===== config.mk =====
export PLATFORM = sky130hd
export DESIGN_NAME = indexed_array_list_core
export DESIGN_NICKNAME = d
export VERILOG_FILES = /design/src/sv/ial_pkg.sv /design/src/sv/ial_cell.sv /design/src/sv/indexed_array_list_core.sv
export VERILOG_INCLUDE_DIRS = /design/src /design/src/sv
export SDC_FILE = /design/constraint.sdc
export NUM_CORES = 2
export LEC_CHECK = 0
export BUFFER_PORTS_ARGS = -buffer_cell sky130_fd_sc_hd__buf_2
export CAP_MARGIN = 20
export CORE_ASPECT_RATIO = 1.25
export CORE_MARGIN = 2
export CORE_UTILIZATION = 45
export CTS_CLUSTER_SIZE = 25
export DETAILED_ROUTE_END_ITERATION = 7
export REMOVE_ABC_BUFFERS = 1
export SYNTH_ARGS = -nofsm -noshare
export SYNTH_HDL_FRONTEND = slang
export SYNTH_SLANG_ARGS = --single-unit

===== constraint.sdc =====
create_clock -name i_clk -period 8.2 [get_ports i_clk]
set_input_delay 0.41 -clock i_clk [delete_from_list [all_inputs] [get_ports i_clk]]
set_output_delay 0.41 -clock i_clk [all_outputs]
set_load 0.02 [all_outputs]

===== src/sv/assert_macros.svh =====
// Assertion helpers included by the RTL of the list block (indexed_array_list_core).
`ifndef ASSERT_MACROS_SVH
`define ASSERT_MACROS_SVH

// A condition that must hold at every clock edge outside reset.
`define IAL_ASSERT_ALWAYS(lbl, cond, msg) \
    lbl: assert property (@(posedge i_clk) disable iff (!i_rst_n) (cond)) else $error(msg);

// A condition that must hold in the cycle after the trigger.
`define IAL_ASSERT_NEXT(lbl, trig, cond, msg) \
    lbl: assert property (@(posedge i_clk) disable iff (!i_rst_n) (trig) |=> (cond)) \
        else $error(msg);

`endif


===== src/sv/ial_pkg.sv =====
package ial_pkg;

    localparam int IAL_CAPACITY   = 32;
    localparam int IAL_WORD_WIDTH = 32;
    localparam int IAL_ACT_W      = 3;
    localparam int IAL_POS_W      = 5;
    localparam int IAL_IO_WORD_W  = 32;
    localparam int IAL_COUNT_W    = 6;

    typedef enum logic [IAL_ACT_W-1:0] {
        ACT_APPEND = 3'd0,
        ACT_INSERT = 3'd1,
        ACT_GET    = 3'd2,
        ACT_REMOVE = 3'd3,
        ACT_POP    = 3'd4
    } t_ial_action;

    typedef enum logic [1:0] {
        ST_OK    = 2'd0,
        ST_INDEX = 2'd1,
        ST_FULL  = 2'd2,
        ST_EMPTY = 2'd3
    } t_ial_status;

    typedef enum logic [1:0] {
        SH_NONE   = 2'd0,
        SH_APPEND = 2'd1,
        SH_INSERT = 2'd2,
        SH_REMOVE = 2'd3
    } t_ial_shift;

    typedef struct packed {
        t_ial_action                action;
        logic [IAL_POS_W-1:0]       position;
        logic [IAL_IO_WORD_W-1:0]   word_in;
    } t_ial_req;

    typedef struct packed {
        logic [IAL_IO_WORD_W-1:0]   word_out;
        t_ial_status                status;
        logic [IAL_COUNT_W-1:0]     count;
    } t_ial_rsp;

endpackage


===== src/sv/ial_cell.sv =====
module ial_cell #(
    parameter int IDX        = 0,
    parameter int WORD_WIDTH = ial_pkg::IAL_WORD_WIDTH,
    parameter int CMPW       = ial_pkg::IAL_POS_W
) (
    input  logic                  i_clk,
    input  ial_pkg::t_ial_shift   i_op,
    input  logic [CMPW-1:0]       i_pos,
    input  logic [CMPW-1:0]       i_held,
    input  logic [WORD_WIDTH-1:0] i_word,
    input  logic [WORD_WIDTH-1:0] i_left,
    input  logic [WORD_WIDTH-1:0] i_right,
    output logic [WORD_WIDTH-1:0] o_word,
    output logic [WORD_WIDTH-1:0] o_rd
);
    import ial_pkg::*;

    localparam logic [CMPW-1:0] L_IDX = CMPW'(IDX);

    logic [WORD_WIDTH-1:0] r_word;
    logic [WORD_WIDTH-1:0] n_word;

    always_comb begin
        n_word = r_word;
        unique case (i_op)
            SH_NONE: begin
                n_word = r_word;
            end
            SH_APPEND: begin
                if (L_IDX == i_held) begin
                    n_word = i_word;
                end
            end
            SH_INSERT: begin
                if (L_IDX == i_pos) begin
                    n_word = i_word;
                end else if (L_IDX > i_pos) begin
                    n_word = i_left;
                end
            end
            SH_REMOVE: begin
                if (L_IDX >= i_pos) begin
                    n_word = i_right;
                end
            end
            default: begin
                n_word = r_word;
            end
        endcase
    end

    always_ff @(posedge i_clk) begin
        r_word <= n_word;
    end

    assign o_word = r_word;
    assign o_rd   = (L_IDX == i_pos) ? r_word : '0;

endmodule


===== src/sv/indexed_array_list_core.sv =====
// Channel   | Signals                 | Handshake
// request   | i_req (t_ial_req)       | start high while busy low
// result    | o_rsp (t_ial_rsp)       | o_done high for one cycle
//
// A request is taken when start is high; its result appears with o_done in the next cycle.
// Shifts for insert and remove happen at once across the row of entry cells, each
// shifted cell taking its word from a neighbor or, at the insert position, from the
// request, so busy stays low and a request may follow in every cycle.
// Reset clears the entry count and the result strobe; entry contents are not cleared.
// The receiver cannot stall the result.
module indexed_array_list_core #(
    parameter int CAPACITY   = ial_pkg::IAL_CAPACITY,
    parameter int WORD_WIDTH = ial_pkg::IAL_WORD_WIDTH
) (
    input  logic              i_clk,
    input  logic              i_rst_n,
    input  logic              start,
    output logic              busy,
    input  ial_pkg::t_ial_req i_req,
    output logic              o_done,
    output ial_pkg::t_ial_rsp o_rsp
);
    import ial_pkg::*;

    `include "assert_macros.svh"

    localparam int HW   = $clog2(CAPACITY + 1);
    localparam int CMPW = (HW > IAL_POS_W) ? HW : IAL_POS_W;

    logic [HW-1:0]         r_held;
    logic [HW-1:0]         n_held;
    logic                  r_done;
    t_ial_rsp              r_rsp;
    t_ial_rsp              n_rsp;
    t_ial_shift            op;
    logic [CMPW-1:0]       pos_ext;
    logic [CMPW-1:0]       held_ext;
    logic                  full;
    logic                  pos_ok;
    logic [WORD_WIDTH-1:0] word_st;
    logic [WORD_WIDTH-1:0] rd_or;
    logic [WORD_WIDTH-1:0] rd_word;
    logic [WORD_WIDTH-1:0] cell_word [CAPACITY];
    logic [WORD_WIDTH-1:0] cell_rd   [CAPACITY];
    logic [WORD_WIDTH-1:0] cell_left [CAPACITY];
    logic [WORD_WIDTH-1:0] cell_right[CAPACITY];
    logic [CMPW+IAL_POS_W-1:0]          pos_wide;
    logic [CMPW+HW-1:0]                 held_wide;
    logic [WORD_WIDTH+IAL_IO_WORD_W-1:0] in_wide;
    logic [WORD_WIDTH+IAL_IO_WORD_W-1:0] out_wide;
    logic [HW+IAL_COUNT_W-1:0]          cnt_wide;

    function automatic logic [IAL_COUNT_W-1:0] cnt_hold(input logic [HW-1:0] h);
        logic [HW+IAL_COUNT_W-1:0] w;
        w = {{IAL_COUNT_W{1'b0}}, h};
        return w[IAL_COUNT_W-1:0];
    endfunction

    assign busy = 1'b0;

    assign pos_wide  = {{CMPW{1'b0}}, i_req.position};
    assign held_wide = {{CMPW{1'b0}}, r_held};
    assign pos_ext   = pos_wide[CMPW-1:0];
    assign held_ext  = held_wide[CMPW-1:0];
    assign in_wide   = {{WORD_WIDTH{1'b0}}, i_req.word_in};
    assign word_st   = in_wide[WORD_WIDTH-1:0];
    assign full      = (r_held == HW'(CAPACITY));
    assign pos_ok    = (pos_ext < held_ext);

    genvar g;
    generate
        for (g = 0; g < CAPACITY; g++) begin : g_cell
            if (g == 0) begin : g_first
                assign cell_left[g] = word_st;
            end else begin : g_inner
                assign cell_left[g] = cell_word[g-1];
            end
            if (g == CAPACITY - 1) begin : g_last
                assign cell_right[g] = cell_word[g];
            end else begin : g_body
                assign cell_right[g] = cell_word[g+1];
            end
            ial_cell #(
                .IDX       (g),
                .WORD_WIDTH(WORD_WIDTH),
                .CMPW      (CMPW)
            ) u_cell (
                .i_clk  (i_clk),
                .i_op   (op),
                .i_pos  (pos_ext),
                .i_held (held_ext),
                .i_word (word_st),
                .i_left (cell_left[g]),
                .i_right(cell_right[g]),
                .o_word (cell_word[g]),
                .o_rd   (cell_rd[g])
            );
        end
    endgenerate

    always_comb begin
        rd_or = '0;
        for (int k = 0; k < CAPACITY; k++) begin
            rd_or = rd_or | cell_rd[k];
        end
    end

    always_comb begin
        op          = SH_NONE;
        n_held      = r_held;
        rd_word     = '0;
        n_rsp.status = ST_OK;
        unique case (i_req.action)
            ACT_APPEND: begin
                if (full) begin
                    n_rsp.status = ST_FULL;
                end else begin
                    op     = SH_APPEND;
                    n_held = r_held + 1'b1;
                end
            end
            ACT_INSERT: begin
                if (!pos_ok) begin
                    n_rsp.status = ST_INDEX;
                end else if (full) begin
                    n_rsp.status = ST_FULL;
                end else begin
                    op     = SH_INSERT;
                    n_held = r_held + 1'b1;
                end
            end
            ACT_GET: begin
                if (!pos_ok) begin
                    n_rsp.status = ST_INDEX;
                end else begin
                    rd_word = rd_or;
                end
            end
            ACT_REMOVE: begin
                if (!pos_ok) begin
                    n_rsp.status = ST_INDEX;
                end else begin
                    op     = SH_REMOVE;
                    n_held = r_held - 1'b1;
                end
            end
            ACT_POP: begin
                if (r_held == '0) begin
                    n_rsp.status = ST_EMPTY;
                end else begin
                    n_held = r_held - 1'b1;
                end
            end
            default: begin
                n_rsp.status = ST_OK;
            end
        endcase
        if (!start) begin
            op     = SH_NONE;
            n_held = r_held;
        end
        out_wide       = {{IAL_IO_WORD_W{1'b0}}, rd_word};
        cnt_wide       = {{IAL_COUNT_W{1'b0}}, n_held};
        n_rsp.word_out = out_wide[IAL_IO_WORD_W-1:0];
        n_rsp.count    = cnt_wide[IAL_COUNT_W-1:0];
    end

    always_ff @(posedge i_clk) begin
        if (!i_rst_n) begin
            r_held <= '0;
            r_done <= 1'b0;
        end else begin
            r_held <= n_held;
            r_done <= start && !busy;
        end
    end

    always_ff @(posedge i_clk) begin
        if (start && !busy) begin
            r_rsp <= n_rsp;
        end
    end

    assign o_done = r_done;
    assign o_rsp  = r_rsp;

    `IAL_ASSERT_ALWAYS(a_held_cap, r_held <= HW'(CAPACITY), "entry count above capacity")
    `IAL_ASSERT_NEXT(a_done_follows, start && !busy, o_done, "accepted request gave no result")
    `IAL_ASSERT_NEXT(a_no_spurious, !start, !o_done, "result without a request")
    `IAL_ASSERT_ALWAYS(a_word_on_error, !o_done || o_rsp.status == ST_OK || o_rsp.word_out == '0,
        "read word not zero on error")
    `IAL_ASSERT_ALWAYS(a_count_match, !o_done || o_rsp.count == cnt_hold(r_held),
        "reported count differs from entry count")

endmodule

## Word level (Yosys, flattened, before mapping)

Index checks and enable logic that the tools add are counted.

- Equal/unequal tests: 165
- $add $sub $neg: 2
- Muxes and demuxes: 208
- Bitwise operators: 33
- Order comparisons: 64
- Reductions and logical operators: 39

Operators by type and width:

| cell | number |
|---|---|
| 32-bit 2-to-1 mux | 159 |
| 32-bit one-hot mux with 3 select lines | 31 |
| 32-bit OR | 31 |
| 2-bit by 1-bit inequality test with 1-bit output, second input constant | 62 |
| 4-bit AND reduction | 31 |
| 5-bit by 6-bit equality test with 1-bit output, first input constant | 16 |
| 3-bit by 1-bit inequality test with 1-bit output, second input constant | 32 |
| 5-bit equality test, first input constant | 16 |
| 5-bit > comparator, first input constant | 16 |
| 5-bit >= comparator, first input constant | 15 |
| 32-bit one-hot mux with 2 select lines | 1 |
| 4-bit by 6-bit equality test with 1-bit output, first input constant | 8 |
| 4-bit by 5-bit equality test with 1-bit output, first input constant | 8 |
| 4-bit by 5-bit >= comparator with 1-bit output, first input constant | 8 |
| 4-bit by 5-bit > comparator with 1-bit output, first input constant | 8 |
| 6-bit 2-to-1 mux | 5 |
| 3-bit by 6-bit equality test with 1-bit output, first input constant | 4 |
| 6-bit one-hot mux with 4 select lines | 1 |
| 3-bit by 5-bit equality test with 1-bit output, first input constant | 4 |
| 3-bit by 5-bit >= comparator with 1-bit output, first input constant | 4 |
| 3-bit by 5-bit > comparator with 1-bit output, first input constant | 4 |
| 2-bit 2-to-1 mux | 7 |
| 2-bit by 6-bit equality test with 1-bit output, first input constant | 2 |
| 6-bit zero test | 2 |
| 26 further kinds | 36 |

- Bits in registers: 1071
- Output and inout bits: 42
- Input bits: 43
- Word-level logic and storage cells: 548

## Longest topological paths before layout

- Word-level depth: 33
- Mapped depth: 17
- Depth with buffers taken out: 13

## Modules after synthesis

Synthesis repeated with hierarchy kept, for this count alone.

- Cells, all modules: 7867
- Area total of the unflattened synthesis: 78102.4 um^2

Modules (own cells, without submodules):

| module | cells each | area each (um^2) | instances |
|---|---|---|---|
| ial_cell at g_cell[22].u_cell ... | 233 | 2417.3 | 2 |
| indexed_array_list_core | 524 | 4480.5 | 1 |
| ial_cell at g_cell[18].u_cell | 234 | 2578.7 | 1 |
| ial_cell at g_cell[29].u_cell | 233 | 2555.0 | 1 |
| ial_cell at g_cell[2].u_cell | 232 | 2526.2 | 1 |
| ial_cell at g_cell[3].u_cell | 232 | 2502.4 | 1 |
| ial_cell at g_cell[0].u_cell | 233 | 2437.3 | 1 |
| ial_cell at g_cell[20].u_cell | 233 | 2436.1 | 1 |
| ial_cell at g_cell[16].u_cell | 233 | 2423.6 | 1 |
| ial_cell at g_cell[23].u_cell | 232 | 2417.3 | 1 |
| ial_cell at g_cell[27].u_cell | 232 | 2408.6 | 1 |
| ial_cell at g_cell[12].u_cell | 226 | 2378.5 | 1 |
| ial_cell at g_cell[13].u_cell | 229 | 2377.3 | 1 |
| ial_cell at g_cell[9].u_cell | 223 | 2374.8 | 1 |
| +18 rows | - | - | - |

## Worst setup path before layout

OpenSTA, ideal clock, no wires.

- Path kind: register to register
- From: register r_held[2], in the netlist held_ext[2]
- To: register g_cell[26].u_cell.r_word[0] (enable)
- Path slack: 1.984 ns
- Clock period less this slack: 6.216 ns
- Library setup time: 0.474 ns
- Buffers on the path: 4
- Required time: 7.726 ns
- Arrival: 5.742 ns
- Stages on the path, launching flop included: 18
- Cell sequence: dfxtp_1 -> clkbuf_1 -> inv_1 -> ha_1 -> a21o_1 -> a31oi_2 -> o22a_1 -> and3_1 -> o21a_1 -> inv_1 -> ha_1 -> clkbuf_1 -> or2_2 -> clkbuf_1 -> and2_1 -> clkbuf_1 -> and3_1 -> a221oi_1

- Cells in the longest elaborated chain, start to end: 8
- Elaborated cells between the ends (all ways): 18
- Classes of those cells: 1 x order compare; 8 x eq/ne; 6 x mux; 1 x bitwise; 2 x reduce/logical

RTL lines:

| what | line | text |
|---|---|---|
| from (decl) | indexed_array_list_core.sv:30 | `logic [HW-1:0] r_held;` |
| from (signal assigned) | indexed_array_list_core.sv:173 | `r_held <= n_held;` |
| parallel branches: the longest is 7 deep, another holds 5-bit by 6-bit < comparator with 1-bit output | - |  |
| 4-bit AND reduction (no source line) (*) | - |  |
| to (signal assigned) | ial_cell.sv:53 | `r_word <= n_word;` |
| to (decl) | ial_cell.sv:20 | `logic [WORD_WIDTH-1:0] r_word;` |

Mark *: on every way between the ends.
A chain may end at the register's enable or synchronous reset.

## Worst setup path after layout

- From: register r_held[2], in the netlist held_ext[2]
- To: register g_cell[0].u_cell.r_word[24] (data pin)

- Cells in the longest elaborated chain, start to end: 7
- Elaborated cells between the ends (all ways): 12
- Classes of those cells: 1 x order compare; 4 x eq/ne; 7 x mux

RTL lines:

| what | line | text |
|---|---|---|
| parallel branches: the longest is 3 deep, another holds 5-bit by 6-bit < comparator with 1-bit output | - |  |
| 2-bit one-hot mux with 3 select lines (*) | indexed_array_list_core.sv:113 | `unique case (i_req.action)` |
| 2-bit 2-to-1 mux (*) | indexed_array_list_core.sv:158 | `if (!start) begin` |
| 2-bit equality test / 2-bit by 1-bit equality test with 1-bit output (equally long branches) | ial_cell.sv:25 | `unique case (i_op)` |
| 32-bit one-hot mux with 3 select lines (*) | ial_cell.sv:25 |  |
| named net g_cell[0].u_cell.n_word[24] | ial_cell.sv:21 | `logic [WORD_WIDTH-1:0] n_word;` |
| to (signal assigned) | ial_cell.sv:53 |  |
| to (decl) | ial_cell.sv:20 |  |

Mark *: on every way through the listed nets, which the timed path passes.

==> impl_metrics.csv <==
group,metric,value,unit
synth,syn-cell-area,0.06344,mm2
run_status,violations,"design-rule violations",
cts,root_buffer,"clkbuf_16",
synth,synthAdderAreaFrac,0.2367,%
synth,synth_flop_cell,"edfxtp_1",
timing,finalSetupViolCount,0,
timing,clock.fmax,0.1705,GHz
synth,synth_top_family_by_area,"compound AO/OA/AOI/OAI gates",
synth,yosysMostFrequentCell,"edfxtp_1",
synth,synth_compound_area_share,22.55,%
drt,wl_per_cell,39.79,um
timing,rsz0062_at_grt,"false",
critical_path,arrival,6.36,ns
synth,synth.distinct_cells,67,
worst_hold_path,min_to,"o_rsp[15]$_SDFFCE_PN0P_",
run,maxCapViolations,0,
power_and_ir_drop,p_total,13580,uW
cts,cts_tree,"done",
finish,fin_cells,6773,
critical_path,r2r_slack,2.34,ns
drt,drt_iter0_drc,9329,
power_and_ir_drop,ir_drop,0.0001723,V
finish,final_core_util,49.81,%
synth,synth_top_area_share,50.37,%
power_and_ir_drop,power.leakage,0.02315,uW
cts,cts_buffers,114,
critical_path,r2r-start,"held_ext[2]$_SDFF_PN0_",
floorplan,die_y,423.8,um
cts,ctsResizeCount,0,
critical_path,reg2reg_depth,11,
timing,worst_clock_skew,0.03063,ns
synth,ys_seq_area_share,50.59,%
critical_path,critical_path_class,"reg2reg",
synth,yosysWarnings,0,
place,dp_hpwl,143.7,mm
synth,synthArstFlopShare,0,%
global_route,overflow,0,
floorplan,fp-row-count,154,
place,portBuffers,83,
synth,synthCells,5088,
run_status,status,"complete, but fails checks",
global_route,antenna_found_initial,15,
timing,final_max_slew_viol_count,0,
synth,synth.avg_cell_area,12.47,um2
cts,cts_sinks,1071,
critical_path,crit_fanout,187,
synth,synth_common_cells,"edfxtp_1, a221o_1, mux2_2, clkbuf_1, nand2_1",
synth,synthXorXnorAreaFrac,0.04142,%
worst_hold_path,hold_depth,1,
place,dpl.cell_count,6527,
synth,synth_edf_count,1064,
global_route,use_met2,52.37,%
finish,layout-drive-gt1-share,29.15,%
timing,hold_viol_final,0,
worst_hold_path,hp-class,"in2reg",
drt,drcViolationCount,4,
worst_hold_path,hp-start,"start",
drt,drtPass1Iterations,8,
floorplan,die-width,339.8,um
synth,ys_ff_latch,1071,
floorplan,dieArea,0.1440,mm2
floorplan,core,0.1405,mm2
power_and_ir_drop,power_density,194.1,mW/mm2
finish,fin_nets,4855,
synth,synthSimpleGateAreaFrac,6.022,%
critical_path,end_kind,"flip-flop",
finish,syn_to_final_growth,10.29,%
timing,tightest_slew,1.197,ns
global_route,met3_usage,9.149,%
critical_path,required,8.70,ns
synth,yosys-mux-area-fraction,16.14,%
drt,postRouteAntennaNets,0,
global_route,grt_pass1_wl,379.3,mm
global_route,gr-max-usage-layer,"met2",
timing,tns,0,ns
cts,ctsHtreeMaxLevel,3,
cts,clk_path_buf_depth,3,
floorplan,start_util,45.16,%
cts,clk_pin_slew_worst_paths,0.06,ns
global_route,grt_usage,36.03,%
critical_path,reg2reg_to,"g_cell[0].u_cell.o_word[24]$_DFFE_PP_",
critical_path,startpoint_type,"flip-flop",
timing,max_slew_margin,20.21,%
timing,fin_crit,5.864,ns
drt,routed_wl,269.5,mm
synth,yosys-top-cells-area,"edfxtp_1, mux2_2, a221o_1, a22oi_1, clkbuf_1",
global_route,grt_util_met1,47.90,%
drt,vias,52390,
place,place.gp.congestion,0.8796,
global_route,grt_pass1_vias,50040,
floorplan,io_pins,85,
timing,post-route-period-util,71.52,%
cts,clkLatencyLatePin,0.76,ns
synth,synth_top_area_cell,"edfxtp_1",
drt,vias_per_cell,7.734,
global_route,grt_max_degree,221,
## cells by family (layout without fill, tap and decap cells)
kind of cell	Yosys count	count (layout)
AND/OR/NAND/NOR	823	823
XOR/XNOR	3	3
buffers and inverters	683	487
adder cells (fa/ha/maj)	12	12
multiplexers	910	910
AO/OA/AOI/OAI	1585	1585
flip-flops	1071	1071
other	1	10
## placed cells by master, fill, tap and decap left out, drive strengths merged, types with 48 or more instances in the layout
cell,instances
nand2,478
nand4,62
clkbuf,150
nor2,66
edfxtp,1064
mux2,903
a221o,961
nand3,48
buf,264
a22oi,426
and2,48
## worst max-delay path by stage
stage                           start                                     end  slack (ns)  cells past startpoint
2_1_floorplan  held_ext[2]$_SDFF_PN0_   g_cell[31].u_cell.o_word[0]$_DFFE_PP_      -21.59                     10
3_3_place_gp                i_req[34]  g_cell[26].u_cell.o_word[26]$_DFFE_PP_        2.44                     11
3_5_place_dp                i_req[34]  g_cell[12].u_cell.o_word[21]$_DFFE_PP_        2.40                     11
4_1_cts        held_ext[2]$_SDFF_PN0_   g_cell[5].u_cell.o_word[21]$_DFFE_PP_        2.54                     11
5_1_grt        held_ext[2]$_SDFF_PN0_  g_cell[21].u_cell.o_word[26]$_DFFE_PP_        2.15                     11
6_report       held_ext[2]$_SDFF_PN0_   g_cell[0].u_cell.o_word[24]$_DFFE_PP_        2.34                     11
## metal layers
metal	up-vias	wire length, um
li1	20680	-
met1	26240	99110
met3	1014	35490
met5	-	37
met4	6	19520
met2	4442	115300
## critical path: stages, from the launching register on
cell     delay (ns)
dfxtp_1        0.58
inv_1          0.14
ha_1           0.34
a21o_1         0.18
a31oi_2        0.22
o22ai_1        0.22
or4_1          0.67
inv_1          0.21
ha_4           0.73
buf_12         0.75
buf_12         0.73
mux2_2         0.41
## sequential cells by signal, summed over array words and instances, names as in the netlist
signal                flops
g_cell.u_cell.o_word   1024
held_ext                  6
o_done                    1
o_rsp                    40
## area by class of cell
| class | instances | area [um2] |
|---|---|---|
| diodes | 9 | 22.52 |
| clock buffers | 146 | 3109 |
| clock inverters | 62 | 621.8 |
| fillers | 12200 | 70500 |
| inverters | 10 | 37.54 |
| multi-input cells | 3334 | 29260 |
| flip-flops and latches | 1071 | 32090 |
| well taps | 1872 | 2342 |
| repair buffers | 269 | 2482 |
## repair_timing
item | CTS | global route
setup endpoints to repair | 0 | 0
buffers inserted | 0 | 0
hold buffers | 1 | 0
hold endpoints to repair | 7 | 0
## power breakdown
part	leakage, uW	internal, uW	switching [uW]
logic	0.0115	602	1020
clock network	0.00183	3010	2390
registers	0.00985	6350	203
## per-stage QoR
| stage | instance area (um2) | setup WS (ns) | hold WS [ns] |
|---|---|---|---|
| global placement | 65390 | 2.437 | 0.5560 |
| detailed placement | 65530 | 2.399 | 0.5695 |
| finish | 69960 | 2.336 | 0.1099 |
| floorplan | 60670 | -21.59 | 0.5225 |
| CTS | 69270 | 2.541 | 0.09229 |
| global route | 69950 | 2.148 | 0.1298 |
Power figures use the tool's default switching activity.
